`src/rtl/sbf_pkg.sv`:
```
// sbf_pkg: shared constants, types and helpers for the similar-block flattener.
// No dependencies; imported by every module under rtl.

package sbf_pkg;

   // Edge of the square block. Must be a power of two (2, 4 or 8): the average
   // is taken as the top eight bits of each channel sum.
   localparam int BlockEdge   = 8;
   localparam int Pixels      = BlockEdge * BlockEdge;
   localparam int PixelLog    = $clog2(Pixels);
   localparam int IndexWidth  = PixelLog;
   localparam int MatchWidth  = PixelLog + 1;
   localparam int SumWidth    = 8 + PixelLog;
   localparam int PixelWidth  = 32;

   localparam logic [7:0] OpaqueAlpha = 8'hff;
   localparam logic [7:0] ClearAlpha  = 8'h00;

   localparam logic [IndexWidth-1:0] LastIndex = IndexWidth'(Pixels - 1);

   typedef logic [PixelWidth-1:0] pixel_type;

   typedef enum logic [1:0] {
      STATE_LOAD = 2'b01,
      STATE_EMIT = 2'b10
   } state_type;

   // control from the sequencer to the accumulator
   typedef struct packed {
      logic accept;   // a pair transaction is taken this cycle
      logic clear;    // block fully delivered, drop counts and sums
   } accum_ctrl_type;

   // summary of the block held by the accumulator
   typedef struct packed {
      logic      flat;
      pixel_type avg_pixel;
   } accum_stat_type;

endpackage

```
`src/rtl/sbf_cell.sv`:
```
// sbf_cell: one stage of the pixel shift line; holds a single pixel.
// Depends on sbf_pkg.

module sbf_cell (
   input  logic               clock,
   input  logic               shift,
   input  sbf_pkg::pixel_type pixel_in,
   output sbf_pkg::pixel_type pixel_out
);
   import sbf_pkg::*;

   pixel_type pixel_ff;
   pixel_type pixel_in_mux;

   assign pixel_in_mux = shift ? pixel_in : pixel_ff;

   always_ff @(posedge clock) begin
      pixel_ff <= pixel_in_mux;
   end

   assign pixel_out = pixel_ff;

endmodule

```
`src/rtl/sbf_accum.sv`:
```
// sbf_accum: match detection, match count and channel sums of one block.
// Depends on sbf_pkg.

module sbf_accum (
   input  logic                    clock,
   input  logic                    reset,
   input  sbf_pkg::accum_ctrl_type ctrl,
   input  sbf_pkg::pixel_type      source_pixel,
   input  sbf_pkg::pixel_type      canvas_pixel,
   output sbf_pkg::accum_stat_type stat
);
   import sbf_pkg::*;

   logic [MatchWidth-1:0] match_count_ff, match_count_in;
   logic [SumWidth-1:0]   red_sum_ff, red_sum_in;
   logic [SumWidth-1:0]   green_sum_ff, green_sum_in;
   logic [SumWidth-1:0]   blue_sum_ff, blue_sum_in;
   logic                  match;

   assign match = (source_pixel[31:24] == OpaqueAlpha) && (source_pixel == canvas_pixel);

   always_comb begin
      match_count_in = match_count_ff;
      red_sum_in     = red_sum_ff;
      green_sum_in   = green_sum_ff;
      blue_sum_in    = blue_sum_ff;
      if (ctrl.clear) begin
         match_count_in = '0;
         red_sum_in     = '0;
         green_sum_in   = '0;
         blue_sum_in    = '0;
      end else if (ctrl.accept && match) begin
         match_count_in = match_count_ff + MatchWidth'(1);
         red_sum_in     = red_sum_ff   + SumWidth'(source_pixel[23:16]);
         green_sum_in   = green_sum_ff + SumWidth'(source_pixel[15:8]);
         blue_sum_in    = blue_sum_ff  + SumWidth'(source_pixel[7:0]);
      end
   end

   always_ff @(posedge clock) begin
      if (reset) begin
         match_count_ff <= '0;
         red_sum_ff     <= '0;
         green_sum_ff   <= '0;
         blue_sum_ff    <= '0;
      end else begin
         match_count_ff <= match_count_in;
         red_sum_ff     <= red_sum_in;
         green_sum_ff   <= green_sum_in;
         blue_sum_ff    <= blue_sum_in;
      end
   end

   // sum / Pixels is the top byte of each sum, count being a power of two
   assign stat.flat      = (match_count_ff == MatchWidth'(Pixels));
   assign stat.avg_pixel = {ClearAlpha, red_sum_ff[SumWidth-1 -: 8],
                            green_sum_ff[SumWidth-1 -: 8], blue_sum_ff[SumWidth-1 -: 8]};

endmodule

```
`src/rtl/similar_block_flattener.sv`:
```
// similar_block_flattener: top level; sequencer, pixel shift line and accumulator.
// Depends on sbf_pkg, sbf_cell and sbf_accum.
//
//  channel  direction  handshake            payload
//  req_     in         req_valid/req_stall  req_source_pixel, req_canvas_pixel
//  rsp_     out        rsp_valid/rsp_stall  rsp_out_pixel, rsp_flattened, rsp_last_of_block
//
// A block takes Pixels (64) pair transactions at one a cycle while req_valid is high,
// then Pixels result transactions at one a cycle while rsp_stall is low.
// Canvas pixels travel down a row of Pixels cells; the oldest leaves first.
// req_stall is high while the block is being delivered.
// Synchronous reset clears the sequencer and accumulator; cells need none.
// rsp_stall holds the shift line and the result in place.

module similar_block_flattener (
   input  logic                      clock,
   input  logic                      reset,
   input  logic                      req_valid,
   output logic                      req_stall,
   input  logic [31:0]               req_source_pixel,
   input  logic [31:0]               req_canvas_pixel,
   output logic                      rsp_valid,
   input  logic                      rsp_stall,
   output logic [31:0]               rsp_out_pixel,
   output logic                      rsp_flattened,
   output logic                      rsp_last_of_block
);
   import sbf_pkg::*;

   state_type              state_ff, state_in;
   logic [IndexWidth-1:0]  count_ff, count_in;
   logic                   req_take;
   logic                   rsp_take;
   logic                   shift;
   accum_ctrl_type         accum_ctrl;
   accum_stat_type         accum_stat;
   pixel_type              chain [Pixels+1];

   assign req_stall = (state_ff != STATE_LOAD);
   assign rsp_valid = (state_ff == STATE_EMIT);
   assign req_take  = req_valid && !req_stall;
   assign rsp_take  = rsp_valid && !rsp_stall;
   assign shift     = req_take || rsp_take;

   always_comb begin
      state_in = state_ff;
      count_in = count_ff;
      case (state_ff)
         STATE_LOAD: begin
            if (req_take) begin
               count_in = count_ff + IndexWidth'(1);
               if (count_ff == LastIndex) begin
                  state_in = STATE_EMIT;
                  count_in = '0;
               end
            end
         end
         STATE_EMIT: begin
            if (rsp_take) begin
               count_in = count_ff + IndexWidth'(1);
               if (count_ff == LastIndex) begin
                  state_in = STATE_LOAD;
                  count_in = '0;
               end
            end
         end
         default: begin
            state_in = STATE_LOAD;
            count_in = '0;
         end
      endcase
   end

   always_ff @(posedge clock) begin
      if (reset) begin
         state_ff <= STATE_LOAD;
         count_ff <= '0;
      end else begin
         state_ff <= state_in;
         count_ff <= count_in;
      end
   end

   assign accum_ctrl.accept = req_take;
   assign accum_ctrl.clear  = rsp_take && (count_ff == LastIndex);

   sbf_accum u_accum (
      .clock        (clock),
      .reset        (reset),
      .ctrl         (accum_ctrl),
      .source_pixel (req_source_pixel),
      .canvas_pixel (req_canvas_pixel),
      .stat         (accum_stat)
   );

   assign chain[0] = req_canvas_pixel;

   for (genvar i = 0; i < Pixels; i++) begin : g_cell
      sbf_cell u_cell (
         .clock     (clock),
         .shift     (shift),
         .pixel_in  (chain[i]),
         .pixel_out (chain[i+1])
      );
   end

   assign rsp_out_pixel     = accum_stat.flat ? accum_stat.avg_pixel : chain[Pixels];
   assign rsp_flattened     = accum_stat.flat;
   assign rsp_last_of_block = rsp_valid && (count_ff == LastIndex);

   a_emit_follows_load: assert property (@(posedge clock) disable iff (reset)
      req_take && (count_ff == LastIndex) |=> rsp_valid && (count_ff == '0))
      else $error("block not delivered after its last pair");

   a_load_follows_emit: assert property (@(posedge clock) disable iff (reset)
      rsp_take && rsp_last_of_block |=> !rsp_valid && (count_ff == '0))
      else $error("delivery did not end after the last pixel");

   a_flat_steady: assert property (@(posedge clock) disable iff (reset)
      rsp_valid && $past(rsp_valid) |-> $stable(rsp_flattened))
      else $error("flattened changed within a block");

   a_flat_clear_alpha: assert property (@(posedge clock) disable iff (reset)
      rsp_valid && rsp_flattened |-> rsp_out_pixel[31:24] == ClearAlpha)
      else $error("flattened pixel is not transparent");

endmodule

```
`config.mk`:
```
export PLATFORM = sky130hd
export DESIGN_NAME = similar_block_flattener
export DESIGN_NICKNAME = d
export VERILOG_FILES = /design/src/rtl/sbf_pkg.sv /design/src/rtl/sbf_cell.sv /design/src/rtl/sbf_accum.sv /design/src/rtl/similar_block_flattener.sv
export SDC_FILE = /design/constraint.sdc
export NUM_CORES = 1
export LEC_CHECK = 0
export BUFFER_PORTS_ARGS = -buffer_cell sky130_fd_sc_hd__buf_2
export CAP_MARGIN = 20
export CORE_MARGIN = 2
export CORE_UTILIZATION = 35
export DETAILED_ROUTE_END_ITERATION = 8
export PLACE_DENSITY = 0.54
export SYNTH_ARGS = -nofsm -noshare
export SYNTH_HDL_FRONTEND = slang
export SYNTH_SLANG_ARGS = --single-unit
```
`constraint.sdc`:
```
create_clock -name clock -period 275.5 [get_ports clock]
set_input_delay 13.775 -clock clock [delete_from_list [all_inputs] [get_ports clock]]
set_output_delay 13.775 -clock clock [all_outputs]
set_load 0.02 [all_outputs]
```
==> results_dict.tcl <==
set metrics [dict create \
    pin_count 104 \
    routedWlPerCell_um 15.6 \
    synth-seq-cells 2105 \
    worstPathArrival_ns 18.95 \
    synthMuxAreaShare 0.00110 \
    synth_edf_count 2048 \
    grt-ovfl-total 0 \
    clock_path_buffers 3 \
    clk_latency_ns 0.79 \
    cellLeakagePower_uw 0.0253 \
    cts-root-buf "clkbuf_16" \
    grtUsageTotal 0.0895 \
    r2r_slack_ns 269.35 \
    synth_cell_type_count 49 \
    slew_violations 0 \
    crit_path_frequent_cell "buf_4" \
    syn_area_mm2 0.0657 \
    cp_cell_sequence "buf_2, nand2_1, o21ai_4, buf_4, buf_12, buf_4, buf_4, buf_4" \
    slew_headroom 0.233 \
    min_period_over_period 0.0673 \
    clock_skew_ns 0.0230 \
    synthFlopType "edfxtp_1" \
    synth_adder_area_share 0.00643 \
    holdPathStages 0 \
    stdcell_count 5591 \
    postCtsHoldBufs 0 \
    cp_top_family "buffers and inverters" \
    synth_seq_area_share 0.953 \
    ctsResizeCount 0 \
    rr_startpoint "state_ff[1]" \
    path_class "input port to register" \
    ir_worst_vdd_v 0.00000544 \
    fin_nets 3036 \
    min_period_ns 18.54 \
    worstRegToRegCells 9 \
    crit_required_ns 275.90 \
    yosys-top-cells-count "edfxtp_1 (2048), nand2_1 (122), dfxtp_1 (57)" \
    post-synth-top-area-cell "edfxtp_1" \
    area_growth_pct 15.4 \
    vias 23830 \
    synth-compound-area-share 0.0122 \
    syn_nets 2727 \
    dieArea_mm2 0.191 \
    final-hold-violation-count 0 \
    clk_pin_slew_ns 0.06 \
    initial_core_util 0.351 \
    grt_pass1_wl_mm 133 \
    core_mm2 0.187 \
    path_max_fanout 185 \
    die_w_um 437 \
    critPathMaxStageDelay_ns 0.88 \
    rsz0062_at_grt "false" \
    place_hpwl_mm 45.6 \
    setup-violations-final 0 \
    hp-class "register to register" \
    drv_cap 0 \
    synth-xor-area-share 0.00533 \
    synth_area_leaders "edfxtp_1 (94%), dfxtp_1 (1.7%), nand2_1 (0.70%), ha_1 (0.55%), a21oi_1 (0.43%)" \
    clock-sinks 2105 \
    synthSimpleGateAreaFrac 0.0195 \
    numCtsBuffers 197 \
    cts_tree "done" \
    crit_path_top_delay_cell "buf_4" \
    routed_wl_mm 87.3 \
    cellPowerDensity_mw_per_mm2 8.51 \
    post-cts-setup-buffers 0 \
    holdPathEnd "g_cell[21].u_cell.pixel_out[21]" \
    cts_max_level 4 \
    ys_warn_count 0 \
    synth.top_cell.area_share 0.936 \
    hold_path.startpoint "g_cell[20].u_cell.pixel_out[21]" \
    drt-initial-drc-count 2358 \
    dp_cells 5230 \
    vias_per_cell 4.26 \
    start_kind "input port" \
    antenna_found_initial 7 \
    firstDrtPassIters 7 \
    tightest_slew_ns 1.15 \
    io_buffers 103 \
    routabilityCongestion 0.779 \
    drc_errors 0 \
    drive_above_1_share 0.136 \
    grt_max_degree 225 \
    synth_top_family_by_area "simple AND/OR/NAND/NOR gates" \
    fp.dieH_um 437 \
    fmax_ghz 0.0539 \
    netlist_instances 2627 \
    synth.most_common_cell "edfxtp_1" \
    async_flop_share 0 \
    r2r-end "g_cell[11].u_cell.pixel_out[1]" \
    synth_area_per_cell_um2 25.0 \
    end_kind "register" \
    status "finished, final reports clean" \
    cp_num_buf_inv 6 \
    ant_nets 0 \
    rows 159 \
    fin_tns_setup_ns 0 \
    grt_pass1_vias 22873 \
]
## through the flow
| step | utilization | hold WS [ns] | area (um^2) | setup WS, ns | power (uW) |
|---|---|---|---|---|---|
| after floorplan | - | 0.400 | 65700 | 112.51 | 471 |
| after global routing | 0.405 | 0.401 | 75900 | 256.55 | 670 |
| after CTS | 0.405 | 0.394 | 75800 | 256.91 | 656 |
| after global placement | 0.372 | 0.400 | 69600 | 256.15 | 391 |
| after detailed placement | 0.372 | 0.405 | 69600 | 256.02 | 392 |
| final | 0.405 | 0.398 | 75900 | 256.96 | 646 |
## report_power, final
| part | leakage [uW] | switching, uW | internal (uW) |
|---|---|---|---|
| clock network | 0.00305 | 113 | 148 |
| logic | 0.00175 | 7.87 | 1.48 |
| registers | 0.0205 | 4.21 | 371 |
| total | 0.0253 | 125 | 521 |
## worst register-to-register path, cell delays in order (launching register included)
cell and delay [ns]:
dfxtp_1 0.34, inv_1 0.06, ha_1 0.23, nand2_1 0.48, o21ai_4 0.28, buf_4 0.75, buf_12 0.82, buf_4 0.98
buf_4 0.82, buf_4 0.95
## cells in the final DEF (no fill, tap or decap), types with 22 or more instances in the layout
cell and count:
nand2_1 122, clkbuf_16 199, clkbuf_1 42, a21oi_1 56
ha_1 29, clkinv_1 46, clkinv_2 32, o21ai_0 32
xor2_1 23, buf_2 103, edfxtp_1 2048, dfxtp_1 57
nor2_1 33, buf_4 22
## registers in the layout, summed over array words and instances (netlist names)
| name | count |
|---|---|
| u_accum.green_sum_ff | 14 |
| count_ff | 6 |
| g_cell.u_cell.pixel_out | 2048 |
| u_accum.red_sum_ff | 14 |
| u_accum.blue_sum_ff | 14 |
| state_ff | 2 |
| u_accum.match_count_ff | 7 |
## kinds of logic after synthesis
family / count (synthesis)
mux: 7
compound gates: 135
simple gates: 265
fa+ha+maj: 32
flops: 2105
xor+xnor: 40
buf+inv: 43
## layout make-up
| class | instances | area [um^2] |
|---|---|---|
| inverter | 21 | 78.8 |
| sequential | 2105 | 62600 |
| clock buffer | 241 | 5140 |
| fill | 16196 | 111000 |
| antenna | 2 | 5.00 |
| clock inverter | 116 | 1100 |
| timing repair buffer | 132 | 813 |
| multi-input combinational | 479 | 2960 |
| tap | 2495 | 3120 |
## worst max path at each step
stage,from,to,slack (ns),cells after the start
global placement,req_valid,g_cell[12].u_cell.pixel_out[3],256.15,8
detailed placement,req_valid,g_cell[14].u_cell.pixel_out[3],256.02,8
floorplan,rsp_stall,g_cell[0].u_cell.pixel_out[0],112.51,1
global route,req_valid,g_cell[9].u_cell.pixel_out[25],256.55,8
CTS,req_valid,g_cell[11].u_cell.pixel_out[27],256.91,8
finish,req_valid,g_cell[11].u_cell.pixel_out[1],256.96,8
## per-layer routing
metal / track usage / routed length (um) / vias up
met1: 0.131 / 42300 / 12071
met4: 0.0403 / 3000 / 0
met3: 0.0251 / 4410 / 217
met2: 0.124 / 37600 / 455
met5: 0 / 0 / -
li1: - / - / 11087
Note: power is estimated with default switching activity, not from simulation.
